--- src/rtl/s2hkbd_pkg.sv ---
// types, constants and lookup tables of the boot keyboard report keeper
package s2hkbd_pkg;

  localparam int KEY_SLOTS = 6;
  localparam int SLOT_FIELDS = 6;
  localparam int SHOWN_SLOTS = (KEY_SLOTS < SLOT_FIELDS) ? KEY_SLOTS : SLOT_FIELDS;
  localparam int CNT_W = $clog2(KEY_SLOTS + 1);
  localparam int SLOT_IW = (KEY_SLOTS > 1) ? $clog2(KEY_SLOTS) : 1;

  localparam int ROM_END = 'h70;
  localparam int MOD_FIRST = 'h60;
  localparam int MOD_END = 'h68;
  localparam int CAPS_CODE = 'h62;
  localparam logic [7:0] TICK_STEP = 8'd5;
  localparam logic [7:0] TICK_LIMIT = 8'd4;

  localparam logic [7:0] USAGE_ROM [ROM_END] = '{
    8'h35,8'h1E,8'h1F,8'h20,8'h21,8'h22,8'h23,8'h24,
    8'h25,8'h26,8'h27,8'h2D,8'h2E,8'h44,8'h00,8'h62,
    8'h14,8'h1A,8'h08,8'h15,8'h17,8'h1C,8'h18,8'h0C,
    8'h12,8'h13,8'h2F,8'h30,8'h00,8'h59,8'h5A,8'h5B,
    8'h04,8'h16,8'h07,8'h09,8'h0A,8'h0B,8'h0D,8'h0E,
    8'h0F,8'h33,8'h34,8'h32,8'h00,8'h5C,8'h5D,8'h5E,
    8'h64,8'h1D,8'h1B,8'h06,8'h19,8'h05,8'h11,8'h10,
    8'h36,8'h37,8'h38,8'h00,8'h63,8'h5F,8'h60,8'h61,
    8'h2C,8'h2A,8'h2B,8'h58,8'h28,8'h29,8'h4C,8'h00,
    8'h00,8'h00,8'h56,8'h00,8'h52,8'h51,8'h4F,8'h50,
    8'h3A,8'h3B,8'h3C,8'h3D,8'h3E,8'h3F,8'h40,8'h41,
    8'h42,8'h43,8'h4A,8'h4D,8'h54,8'h55,8'h57,8'h45,
    8'h00,8'h00,8'h39,8'h00,8'h00,8'h00,8'h00,8'h00,
    8'h00,8'h00,8'h00,8'h00,8'h00,8'h00,8'h00,8'h00
  };

  localparam logic [7:0] MOD_ROM [8] = '{
    8'h02, 8'h20, 8'h00, 8'h01, 8'h04, 8'h40, 8'h08, 8'h80
  };

  localparam logic [7:0] CAPS_USAGE = USAGE_ROM[CAPS_CODE];
  localparam logic [7:0] CAPS_MASK = MOD_ROM[CAPS_CODE - MOD_FIRST];

  typedef struct packed {
    logic       cmd;
    logic [6:0] key_index;
    logic       key_up;
  } item_t;

  typedef struct packed {
    logic [7:0] modifier_bits;
    logic [7:0] slot_one;
    logic [7:0] slot_two;
    logic [7:0] slot_three;
    logic [7:0] slot_four;
    logic [7:0] slot_five;
    logic [7:0] slot_six;
  } report_t;

  typedef enum logic [1:0] {
    OP_PRESS,
    OP_RELEASE,
    OP_TICK
  } op_t;

  // item after decode, as held in the queue
  typedef struct packed {
    op_t        op;
    logic [7:0] usage;
    logic [7:0] mask;
    logic       is_caps;
  } cls_t;

  typedef struct packed {
    logic full;
    logic empty;
  } q_stat_t;

  function automatic logic [7:0] code_usage(logic [6:0] code);
    logic [7:0] u;
    u = 8'h00;
    if (code < 7'(ROM_END)) begin
      u = USAGE_ROM[code];
    end
    return u;
  endfunction

  function automatic logic [7:0] code_modifier(logic [6:0] code);
    logic [7:0] m;
    m = 8'h00;
    if (code >= 7'(MOD_FIRST) && code < 7'(MOD_END)) begin
      m = MOD_ROM[code[2:0]];
    end
    return m;
  endfunction

endpackage

--- src/rtl/scancode_to_hid_keyboard_report_top.sv ---
// top level of the boot keyboard report keeper
// One command (key event or timer tick) is taken per clock while busy is low. A command is
// decoded in the front end, passes a two-entry queue and is executed by the report engine,
// which takes one queued command every cycle; after the queue entry and report_valid registers,
// a key event's report strobes report_valid for one cycle only, since the receiver cannot stall.
// Ticks that only count down the idle timer give no report. busy is high only while the queue is
// full. No clearing pass follows reset: all state but the report and queue entries resets at once.
module scancode_to_hid_keyboard_report_top (
  input  logic                clk,
  input  logic                rst,
  input  logic                start,
  input  s2hkbd_pkg::item_t   item,
  output logic                busy,
  input  logic                idle_rate_we,
  input  logic [7:0]          idle_rate,
  output logic                report_valid,
  output s2hkbd_pkg::report_t report
);
  import s2hkbd_pkg::*;

  q_stat_t stat;
  logic    push;
  logic    pop;
  cls_t    cls_in;
  cls_t    cls_out;

  s2hkbd_front u_front (
    .start (start),
    .item  (item),
    .stat  (stat),
    .busy  (busy),
    .push  (push),
    .cls   (cls_in)
  );

  s2hkbd_queue u_queue (
    .clk       (clk),
    .rst       (rst),
    .push      (push),
    .push_data (cls_in),
    .pop       (pop),
    .pop_data  (cls_out),
    .stat      (stat)
  );

  s2hkbd_back u_back (
    .clk          (clk),
    .rst          (rst),
    .idle_rate_we (idle_rate_we),
    .idle_rate_in (idle_rate),
    .stat         (stat),
    .cls          (cls_out),
    .pop          (pop),
    .report_valid (report_valid),
    .report       (report)
  );

endmodule

--- src/rtl/s2hkbd_front.sv ---
// front end: takes commands and decodes key codes into usages and modifier masks
module s2hkbd_front (
  input  logic              start,
  input  s2hkbd_pkg::item_t item,
  input  s2hkbd_pkg::q_stat_t stat,
  output logic              busy,
  output logic              push,
  output s2hkbd_pkg::cls_t  cls
);
  import s2hkbd_pkg::*;

  assign busy = stat.full;
  assign push = start && !stat.full;

  always_comb begin
    cls.usage = code_usage(item.key_index);
    cls.mask = code_modifier(item.key_index);
    cls.is_caps = (item.key_index == 7'(CAPS_CODE));
    priority if (item.cmd) begin
      cls.op = OP_TICK;
    end else if (item.key_up) begin
      cls.op = OP_RELEASE;
    end else begin
      cls.op = OP_PRESS;
    end
  end

endmodule

--- src/rtl/s2hkbd_queue.sv ---
// two-entry queue between the decoder and the report engine
module s2hkbd_queue (
  input  logic                clk,
  input  logic                rst,
  input  logic                push,
  input  s2hkbd_pkg::cls_t    push_data,
  input  logic                pop,
  output s2hkbd_pkg::cls_t    pop_data,
  output s2hkbd_pkg::q_stat_t stat
);
  import s2hkbd_pkg::*;

  cls_t       entries [2];
  logic       wr_ptr;
  logic       rd_ptr;
  logic [1:0] count;
  logic       do_push;
  logic       do_pop;

  assign stat.full = (count == 2'd2);
  assign stat.empty = (count == 2'd0);
  assign do_push = push && !stat.full;
  assign do_pop = pop && !stat.empty;
  assign pop_data = entries[rd_ptr];

  always_ff @(posedge clk) begin
    if (do_push) begin
      entries[wr_ptr] <= push_data;
    end
    if (rst) begin
      wr_ptr <= 1'b0;
      rd_ptr <= 1'b0;
      count <= 2'd0;
    end else begin
      if (do_push) begin
        wr_ptr <= ~wr_ptr;
      end
      if (do_pop) begin
        rd_ptr <= ~rd_ptr;
      end
      unique case ({do_push, do_pop})
        2'b10:   count <= count + 2'd1;
        2'b01:   count <= count - 2'd1;
        default: count <= count;
      endcase
    end
  end

endmodule

--- src/rtl/s2hkbd_back.sv ---
// report engine: updates modifier byte, key slots and idle timer, emits reports
module s2hkbd_back (
  input  logic                clk,
  input  logic                rst,
  input  logic                idle_rate_we,
  input  logic [7:0]          idle_rate_in,
  input  s2hkbd_pkg::q_stat_t stat,
  input  s2hkbd_pkg::cls_t    cls,
  output logic                pop,
  output logic                report_valid,
  output s2hkbd_pkg::report_t report
);
  import s2hkbd_pkg::*;

  logic [7:0]       idle_rate;
  logic [7:0]       mod_reg;
  logic [7:0]       slots [KEY_SLOTS];
  logic [CNT_W-1:0] slot_count;
  logic             caps_pending;
  logic [7:0]       idle_count;

  logic [7:0]       mod_next;
  logic [7:0]       slots_next [KEY_SLOTS];
  logic [CNT_W-1:0] slot_count_next;
  logic             caps_next;
  logic [7:0]       idle_next;
  logic             emit;
  logic             rel_en;
  logic [7:0]       rel_usage;
  logic             found;
  logic [SLOT_IW-1:0] first;
  logic [7:0]       shown [SLOT_FIELDS];
  report_t          report_next;

  // the engine never stalls, so it drains the queue every cycle
  assign pop = !stat.empty;

  always_comb begin
    mod_next = mod_reg;
    slots_next = slots;
    slot_count_next = slot_count;
    caps_next = caps_pending;
    idle_next = idle_count;
    emit = 1'b0;
    rel_en = 1'b0;
    rel_usage = cls.usage;
    found = 1'b0;
    first = '0;
    if (pop) begin
      unique case (cls.op)
        OP_PRESS: begin
          emit = 1'b1;
          if (cls.usage != 8'h00 && slot_count < CNT_W'(KEY_SLOTS)) begin
            slots_next[slot_count[SLOT_IW-1:0]] = cls.usage;
            slot_count_next = slot_count + CNT_W'(1);
            if (cls.is_caps) begin
              caps_next = 1'b1;
            end
          end
          mod_next = mod_reg | cls.mask;
        end
        OP_RELEASE: begin
          emit = 1'b1;
          rel_en = 1'b1;
          mod_next = mod_reg & ~cls.mask;
        end
        OP_TICK: begin
          if (idle_rate != 8'h00) begin
            if (idle_count > TICK_LIMIT) begin
              idle_next = idle_count - TICK_STEP;
            end else begin
              idle_next = idle_rate;
              emit = 1'b1;
              if (caps_pending) begin
                // automatic caps lock release
                rel_en = 1'b1;
                rel_usage = CAPS_USAGE;
                caps_next = 1'b0;
                mod_next = mod_reg & ~CAPS_MASK;
              end
            end
          end
        end
        default: begin
          emit = 1'b0;
        end
      endcase
    end

    // first occupied slot that holds the released usage
    for (int i = 0; i < KEY_SLOTS; i++) begin
      if (!found && rel_usage != 8'h00 && CNT_W'(i) < slot_count && slots[i] == rel_usage) begin
        found = 1'b1;
        first = SLOT_IW'(i);
      end
    end
    if (rel_en && found) begin
      for (int j = 0; j < KEY_SLOTS - 1; j++) begin
        if (SLOT_IW'(j) >= first) begin
          slots_next[j] = slots[j + 1];
        end
      end
      slots_next[KEY_SLOTS - 1] = 8'h00;
      slot_count_next = slot_count - CNT_W'(1);
    end
  end

  always_comb begin
    for (int k = 0; k < SLOT_FIELDS; k++) begin
      shown[k] = 8'h00;
    end
    for (int k = 0; k < SHOWN_SLOTS; k++) begin
      shown[k] = slots_next[k];
    end
    report_next.modifier_bits = mod_next;
    report_next.slot_one = shown[0];
    report_next.slot_two = shown[1];
    report_next.slot_three = shown[2];
    report_next.slot_four = shown[3];
    report_next.slot_five = shown[4];
    report_next.slot_six = shown[5];
  end

  always_ff @(posedge clk) begin
    if (emit) begin
      report <= report_next;
    end
    if (rst) begin
      idle_rate <= 8'h00;
      mod_reg <= 8'h00;
      for (int i = 0; i < KEY_SLOTS; i++) begin
        slots[i] <= 8'h00;
      end
      slot_count <= '0;
      caps_pending <= 1'b0;
      idle_count <= 8'h00;
      report_valid <= 1'b0;
    end else begin
      if (idle_rate_we) begin
        idle_rate <= idle_rate_in;
      end
      mod_reg <= mod_next;
      slots <= slots_next;
      slot_count <= slot_count_next;
      caps_pending <= caps_next;
      idle_count <= idle_next;
      report_valid <= emit;
    end
  end

endmodule

--- config.mk ---
export PLATFORM = sky130hd
export DESIGN_NAME = scancode_to_hid_keyboard_report_top
export DESIGN_NICKNAME = d
export VERILOG_FILES = /design/src/rtl/s2hkbd_pkg.sv /design/src/rtl/scancode_to_hid_keyboard_report_top.sv /design/src/rtl/s2hkbd_front.sv /design/src/rtl/s2hkbd_queue.sv /design/src/rtl/s2hkbd_back.sv
export SDC_FILE = /design/constraint.sdc
export NUM_CORES = 1
export LEC_CHECK = 0
export ABC_AREA = 1
export BUFFER_PORTS_ARGS = -buffer_cell sky130_fd_sc_hd__buf_4
export CORE_AREA = 2 2 114 160
export CTS_BUF_LIST = sky130_fd_sc_hd__clkbuf_16
export DETAILED_ROUTE_END_ITERATION = 8
export DIE_AREA = 0 0 116 162
export MAX_ROUTING_LAYER = met4
export PLACE_DENSITY = 0.85
export RECOVER_POWER = 100
export SKIP_LAST_GASP = 1
export SLEW_MARGIN = 20
export SYNTH_ARGS = -nofsm -noshare
export SYNTH_HDL_FRONTEND = slang
export SYNTH_SLANG_ARGS = --single-unit
--- constraint.sdc ---
create_clock -name clk -period 6.51 [get_ports clk]
set_clock_uncertainty 0.15 [all_clocks]
set_input_delay 0.3255 -clock clk [delete_from_list [all_inputs] [get_ports clk]]
set_output_delay 0.3255 -clock clk [all_outputs]
set_load 0.005 [all_outputs]
# Word-level counts from Yosys, hierarchy flattened

Memories as Yosys holds them, arrays and structs flattened. A register that Yosys moved wholly into a read port is not among the register bits.
Cells that the tools add are included.

Memories kept: 3
Bits in latches: 0
RAM bits: 38
Word-level logic and storage cells: 181
Register bits: 137
ROM bits: 1088
Output and inout bits: 58

Multipliers: 0
Reduce and logical (&&, ||, !) cells: 43
Add/subtract/negate cells: 5
Mux-type cells: 62
Divide/modulo/power cells: 0
Shifts and indexed selects: 0
$lt $le $gt $ge: 20
Eq/ne operators: 17
Bitwise gates (word level): 9

Memory list:

| name            | depth | width | read ports | clocked after Yosys merged registers in | write ports | line               | RTL |
|---|---|---|---|---|---|---|---|
| (no name shown) | 128   | 8     | 1          | 0                                       | 0           | s2hkbd_pkg.sv:80   | `u = USAGE_ROM[code];` |
| (no name shown) | 8     | 8     | 1          | 0                                       | 0           | s2hkbd_pkg.sv:89   | `m = MOD_ROM[code[2:0]];` |
| u_queue.entries | 2     | 19    | 1          | 1                                       | 1           | s2hkbd_queue.sv:13 | `cls_t entries [2];` |

Operators with widths:

| kind                  | number |
|---|---|
| $mux W48              | 4 |
| $mux W8               | 19 |
| $bwmux W48            | 1 |
| $eq A8 B8 Y1          | 6 |
| $demux W8 S3          | 1 |
| $reduce_bool A8 Y1    | 3 |
| $logic_and A1 B1 Y1   | 23 |
| $mux W1               | 23 |
| $mux W3               | 6 |
| $pmux W8 S2           | 1 |
| $lt A7 B7 Y1 const B  | 2 |
| $and A8 B8 Y8         | 1 |
| $ge A4 B4 Y1 const B  | 2 |
| $ge A8 B8 Y1 const B  | 1 |
| $gt A8 B3 Y1 const B  | 1 |
| $not A3 Y4            | 2 |
| $not A7 Y8            | 1 |
| $not A8 Y8            | 1 |
| $or A8 B8 Y8          | 1 |
| $reduce_bool A2 Y1    | 4 |
| $sub A8 B3 Y8 const B | 1 |
| $eq A7 B7 Y1 const B  | 1 |
| $ge A7 B7 Y1 const B  | 1 |
| $logic_not A1 Y1      | 7 |
| 24 further kinds      | 43 |

# Depth between registers and ports, before layout

Gate-level depths: netlist (run 1).

Depth in word-level cells: 37
Mapped depth: 26
Gate-level depth less buffers: 23

# Modules after synthesis

Synthesis (run 1) repeated with hierarchy kept, for this count alone.

Cell total of the unflattened synthesis: 1208
Area, all modules: 9679.3 µm²

By module, submodules not included:

| module       | seq. area each (µm²) | instances | cells each | area an instance (µm²) |
|---|---|---|---|---|
| s2hkbd_back  | 3223.1               | 1         | 857        | 6737.7 |
| s2hkbd_queue | 1241.2               | 1         | 99         | 1669.1 |
| s2hkbd_front | 0.0                  | 1         | 252        | 1272.5 |

# Least setup slack after synthesis (run 1)

OpenSTA, ideal clock, no wires.

Path type: flip-flop to flip-flop
From: register with a tool-made name
To: register u_back.report[0] (netlist name)
Stages on the path, launching flop included: 13
Setup time: 0.536 ns
Period minus slack after synthesis: 6.115 ns
Arrival: 5.429 ns
Path slack: 0.395 ns
Required time: 5.824 ns
Cells stage by stage: dfxtp_1 buf_4 inv_2 clkbuf_1 or2_2 o21ai_0 inv_1 ha_1 clkbuf_1 nor2_1 nand2_1 inv_1 nor3_1

==> impl_results.md, run 1 <==
- Final Hold Viols: 0
- Crit Path Class: flop to flop
- Post-synth top cells: nand2_1, inv_1, nor2_1
- Share of power burned in registers: 0.403
- Pwr/cell area: 359 nW/um^2
- Critical path peak fanout: 34
- Die Width: 116 um
- Share of layout cells above drive strength 1: 0.102
- Crit path largest cell delay: approximately 670 ps
- GP Congestion: ~1
- Wirelength per Cell: 17.3 um
- Post-synth top area share: 0.291
- GRT overflow: 0
- Worst path cell trace: inv_1, or2_2, o21ai_0, ha_1, inv_1, nor3_1, nand3_4, nand2_1, nor2_1, nor2_1, nand2_1, nor2_1, nor2_1, nor2_1, nand3_1, o21ai_0, inv_1
- Finished layout cell area: between 10000 and 15000 um^2
- Minimum clock period: 5240 ps
- Worst hold-check path type: input pin to flop
- Post-synthesis async set-or-reset flop share: 0
- Buf/Inv on CP: 3
- First-pass GRT wire length: between 40 and 50 mm
- Number of antenna violations at the first check in global routing: 0
- Final nets: 1288
- Endpoints failing setup: 0
- Dpl cell area: 9880 um^2
- Final period util: 0.805
- Placed wire-length estimate: approximately 19 mm
- Rel. slew slack: -0.829
- TNS Setup: 0 ps
- Drt pass-1 iters: 6
- Setup crit end kind: flop
- Number of buffers created by CTS: 17
- Core area: 17300 um^2
- DR vias: 8236
- Rows: 57
- Synth Instances: roughly 1200
- Largest net degree at the start of global routing: 57
- CP arrival: 5260 ps
- Critical path's slowest cell: dfxtp_1
- Worst-path clk slew: about 70 ps
- Root buffer cell: clkbuf_16
- Register area share after synthesis: 0.467
- Iter 0 DRT Violations: slightly above 600
- Startpoint Class: flop
- EDFF count, synth: 89
- All-Layer GR Usage: 0.292
- Clock share of power: 0.265
- Delay-heaviest family, CP: simple AND/OR/NAND/NOR gates
- Synth warn: 0
- Fin cells: between 1000 and 1500
- Post-Syn Area per Cell: 7.72 um^2
- Routed Wire Length: 25.9 mm
- Syn_nets: 1233
- Register with the most flip-flops: u_back.report
- Synth top area cells: edfxtp_1, dfxtp_1, nand2_1
- Failing checks: max-capacitance violations, max-slew violations
- Ys flop type: edfxtp_1
- Total power: 0.00371 W
- I/O Pins: 79
- WHS: 29.0 ps
- Yosys cell types: 51
- Max_cap viols: 2
- Sw Share: 0.379
- Antenna-violating nets left: 0
- Number of diodes: 0
- Synthesized area: around 9000 um^2
- Die area: 18800 um^2
- CTS Sinks: 170
- Slew @ Worst Pin: roughly 2700 ps
- RSZ-0062 raised after global routing: no
- Bufs on Longest Clock Path: 2
- Pins over their slew limit: 95
- H-tree levels: 4
- Max reg flops: 55
- Gate power share: 0.332
- Count leader, synth: nand2_1
- Max IR drop VDD: between 200 and 250 uV
- Vias per inst: 5.51
- F_max: 0.191 GHz
- Synth area leader: edfxtp_1
- Port buffer count: 77
- Vias in the first global route: 8126
- P_leak: about 4.3 nW
- Area Overhead vs Synth: 12.4%
- Critical path required time: between 6000 and 7000 ps
- Die Ht: 162 um
- Status: complete, but fails checks
- CP most frequent cell: nor2_1
- P_sw: 0.00140 W
- DRC errors left: 0
- CTS resizes: 0
- Initial Util: 0.532
- Largest registers: u_back.report x55, u_back.slots x48, u_queue.entries x34
- Skew-Pair Late Insertion Delay: 430 ps
- CTS tree: yes
- Placed Cells: 1462
- Synth Register Bits: 170
- Pint: 0.00230 W
## kinds of logic (layout without fill, tap and decap cells)
group / after synthesis / count (layout) / share of synthesized area
other: 1 / 1 / 0.000408
and+or+nand+nor: 578 / 578 / 0.276
xor gates and xnor gates: 11 / 11 / 0.0105
adders and majority gates: 21 / 21 / 0.0286
buffers and inverters: 195 / 263 / 0.0850
AOI/OAI and AO/OA: 215 / 215 / 0.133
DFF: 170 / 170 / 0.467
## power groups by stage
stage | sequential, W | clock (W) | combinational, W
after floorplan | 0.00152 | 0 | 0.000770
after global placement | 0.00150 | 0 | 0.00121
after detailed placement | 0.00151 | 0 | 0.00124
after CTS | 0.00149 | 0.000990 | 0.00126
after global routing | 0.00152 | 0.00103 | 0.00137
final | 0.00149 | 0.000981 | 0.00123
## metrics by stage
stage	setup WS (ps)	utilization
finish	1270	0.599
CTS	1970	0.607
floorplan	395	-
global placement	2130	0.573
detailed placement	1990	0.573
global route	708	0.599
## cell usage in the layout, fill, tap and decap left out, types with 4 or more instances in the layout
master | netlist | final
a21oi_1 | 67 | 67
and2_0 | 0 | 11
buf_4 | 4 | 19
clkbuf_1 | 36 | 11
clkbuf_16 | 0 | 17
clkbuf_4 | 0 | 53
clkinvlp_4 | 0 | 4
dfxtp_1 | 81 | 81
edfxtp_1 | 89 | 89
ha_1 | 21 | 21
inv_1 | 139 | 142
inv_6 | 0 | 4
nand2_1 | 300 | 302
nand3_1 | 72 | 74
nand4_1 | 5 | 5
nor2_1 | 129 | 133
nor3_1 | 25 | 27
o21ai_0 | 90 | 121
xor2_1 | 9 | 9
## per-layer routing
metal,vias to the layer above,track usage,wire [um]
li1,4002,-,-
met1,3752,0.291,9120
met2,357,0.526,13900
met3,125,0.0407,1270
met4,0,0.183,1610
met5,-,-,0
## worst paths after layout
kind	from	endpoint	slack [ps]	cells after the start
max	flop	u_back.report[46]	1270	17
min reg2reg	u_queue.rd_ptr	u_queue.rd_ptr	310	1
min	idle_rate[6]	u_back.idle_rate[6]	30	3
max reg2reg	flop	u_back.report[46]	1270	17
## area by class of cell
class                      instances  area, um^2
sequential                       170        4290
multi-input combinational        826        4020
timing repair buffer              84         592
clock inverter                    15         156
fill                            1606        6930
clock buffer                      17         425
inverter                         147         552
tap                              236         295
## worst reg2reg max path: stages, from the launching register on
cell     delay (ps)
dfxtp_1         670
inv_1           380
or2_2           370
o21ai_0         170
ha_1            290
inv_1            50
nor3_1          300
nand3_4         410
nand2_1         390
nor2_1           70
nor2_1          110
nand2_1          60
nor2_1          250
nor2_1          130
nor2_1          340
nand3_1         410
o21ai_0         370
inv_1            70
## timing repair
item | in CTS | in global routing
buffers inserted | 0 | 0
hold buffers | 1 | 0
hold endpoints to repair | 2 | 0
Note: power is estimated with default switching activity, not from simulation.
==> inputs of run 2 (changes only) <==
==> constraint.sdc (replaced) <==
create_clock -name clk -period 4.5 [get_ports clk]
set_clock_uncertainty 0.15 [all_clocks]
set_input_delay 0.225 -clock clk [delete_from_list [all_inputs] [get_ports clk]]
set_output_delay 0.225 -clock clk [all_outputs]
set_load 0.005 [all_outputs]
==> run 2 against run 1 <==
Net effect: the run now ends clean; final cell count rose by 0.67%; power rose by 47%; sequential share of layout area decreased by 0.69 points; largest power group unchanged.
==> impl_results.md, run 2 (synthesis gave the netlist of run 1 again) <==
- TNS Setup: 0 ps (unchanged)
- Number of antenna violations at the first check in global routing: 0 (unchanged)
- Vias in the first global route: 8109 (-0.21%)
- Drt pass-1 iters: 7 (+1)
- RSZ-0062 raised after global routing: no
- Commonest cells after routing, fill and taps aside: nand2_1, inv_1, nor2_1
- Port buffer count: 77 (unchanged)
- Placed Cells: 1463 (+0.068%)
- DRC errors left: 0 (unchanged)
- Antenna-violating nets left: 0 (unchanged)
- Core area: 17300 um^2 (unchanged)
- Worst path cell trace: inv_2, or2_2, o21ai_0, inv_1, ha_1, inv_1, nor3_2, nand3_4, nand2_1, nand2_1, nand2_1, nor2_1, nand2_1, nor2_2, nor2_2, nor2_2, nand3_2, o21ai_0, inv_1
- Final nets: 1298 (+0.78%)
- Final Hold Viols: 0 (unchanged)
- Critical path peak fanout: 34 (unchanged)
- Number of buffers created by CTS: 17 (unchanged)
- F_max: 0.245 GHz (+28%)
- Wirelength per Cell: 17.1 um (-1.4%)
- Placed wire-length estimate: 19.0 mm (-0.52%)
- Number of diodes: 0 (unchanged)
- Flip-flop and latch area: 4290 um^2 (unchanged)
- Vias per inst: 5.55 (+0.83%)
- Clock share of power: 0.281 (+0.016)
- All-Layer GR Usage: 0.290 (-0.00193)
- Status: complete, no violations
- Crit path largest cell delay: 370 ps (-300 ps)
- Fin cells: 1505 (+0.67%)
- Slew @ Worst Pin: 1090 ps (-1650 ps)
- Buf/Inv on CP: 4 (+1)
- Endpoints failing setup: 0 (unchanged)
- Pwr/cell area: 520 nW/um^2 (+45%)
- Rows: 57 (unchanged)
- Root buffer cell: clkbuf_16
- H-tree levels: 4 (unchanged)
- Critical path's slowest cell: nand3_4
- Worst hold-check path type: input pin to flop
- Sw Share: 0.369 (-0.00933)
- Startpoint Class: flop
- Routed Wire Length: 25.7 mm (-0.72%)
- GP Congestion: 1.01 (about the same)
- GRT overflow: 0 (unchanged)
- Commonest non-fill, non-tap cell in the layout: nand2_1
- Register with the most flip-flops: u_back.report
- P_sw: 0.00202 W (+44%)
- Hold Startpoint: idle_rate_we
- Largest net degree at the start of global routing: 57 (unchanged)
- Rel. slew slack: 0.273 (+1.10)
- Share of power burned in registers: 0.391 (-0.012)
- CTS Sinks: 170 (unchanged)
- Postcts setup bufs: 0 (unchanged)
- Delay-heaviest family, CP: simple AND/OR/NAND/NOR gates
- CP arrival: 4110 ps (-1150 ps)
- Final period util: 0.907 (+0.102)
- Die Ht: 162 um (unchanged)
- Worst-path clk slew: 80 ps (about the same)
- Gate power share: 0.329 (-0.003)
- Crit Path Class: flop to flop
- Max reg flops: 55 (unchanged)
- Skew-Pair Late Insertion Delay: 440 ps (about the same)
- CP most frequent cell: nand2_1
- Largest registers: u_back.report x55, u_back.slots x48, u_queue.entries x34
- Die Width: 116 um (unchanged)
- Die area: 18800 um^2 (unchanged)
- CTS tree: yes
- Critical path required time: 4530 ps (-2000 ps)
- Share of layout cells above drive strength 1: 0.110 (+0.00786)
- Iter 0 DRT Violations: 835 (+34%)
- Setup crit end kind: flop
- DR vias: 8360 (+1.5%)
- Pins over their slew limit: 0 (-100%)
- Max IR drop VDD: 328 uV (+61%)
- Minimum clock period: 4080 ps (-1160 ps)
- P_leak: 4.40 nW (+1.9%)
- Area Overhead vs Synth: 14.3%
- First-pass GRT wire length: 40.8 mm (-0.25%)
- I/O Pins: 79 (unchanged)
- Fillers: 1548 (-3.6%)
- Area of the multi-input gates: 4050 um^2 (+0.78%)
- Bufs on Longest Clock Path: 2 (unchanged)
- Initial Util: 0.532 (unchanged)
- Max_cap viols: 0 (-2)
- Pint: 0.00345 W (+50%)
==> run 2: final timing paths <==
check / end / slack [ps] / cells after the start
min: u_back.idle_rate[2] / 90 / 3
max reg2reg: u_back.report[43] / 420 / 19
min reg2reg: u_queue.rd_ptr / 310 / 1
max: u_back.report[43] / 420 / 19
==> run 2: layout make-up <==
| class | count | area share |
|---|---|---|
| clock inverter | 15 | 0.0194 |
| sequential | 170 | 0.409 |
| clock buffer | 17 | 0.0405 |
| tap | 236 | 0.0281 |
| inverter | 147 | 0.0525 |
| multi-input combinational | 826 | 0.385 |
| timing repair buffer | 94 | 0.0654 |
==> run 2: through the flow <==
stage               hold slack (ps)  setup WS, ps  cell area (um^2)  utilization  power (W)
floorplan                       174          82.3              9200            -    0.00330
global placement                284           611              9900        0.574    0.00395
detailed placement              287           505              9900        0.574    0.00399
CTS                            61.6           486             10600        0.616    0.00553
global route                    121          50.0             10500        0.609    0.00577
finish                         89.9           420             10500        0.609    0.00546
==> run 2: worst reg2reg max path: cells and delay by family (launching register included) <==
| family | cells | cell delay (ps) |
|---|---|---|
| buffers and inverters | 4 | 400 |
| AOI/OAI and AO/OA | 2 | 480 |
| adders and majority gates | 1 | 240 |
| and+or+nand+nor | 12 | 2230 |
| DFF | 1 | 350 |
==> run 2: layer usage <==
layer,part of all wire,GRT usage,up-vias
met5,0,-,-
met4,0.070,0.201,0
met3,0.048,0.0287,128
met2,0.54,0.522,336
met1,0.35,0.288,3871
li1,-,-,4025
==> run 2: repair_timing <==
action                                 4_1_cts  5_1_grt
endpoints found under the hold margin       12        0
hold buffers                                10        0
resized for setup                            0        0
==> run 2: power groups by stage <==
stage / Sequential, W / Clock, W / Combinational [W]
finish: 0.00214 / 0.00153 / 0.00180
global placement: 0.00216 / 0 / 0.00179
global route: 0.00217 / 0.00160 / 0.00200
detailed placement: 0.00217 / 0 / 0.00182
CTS: 0.00214 / 0.00154 / 0.00185
floorplan: 0.00218 / 0 / 0.00112
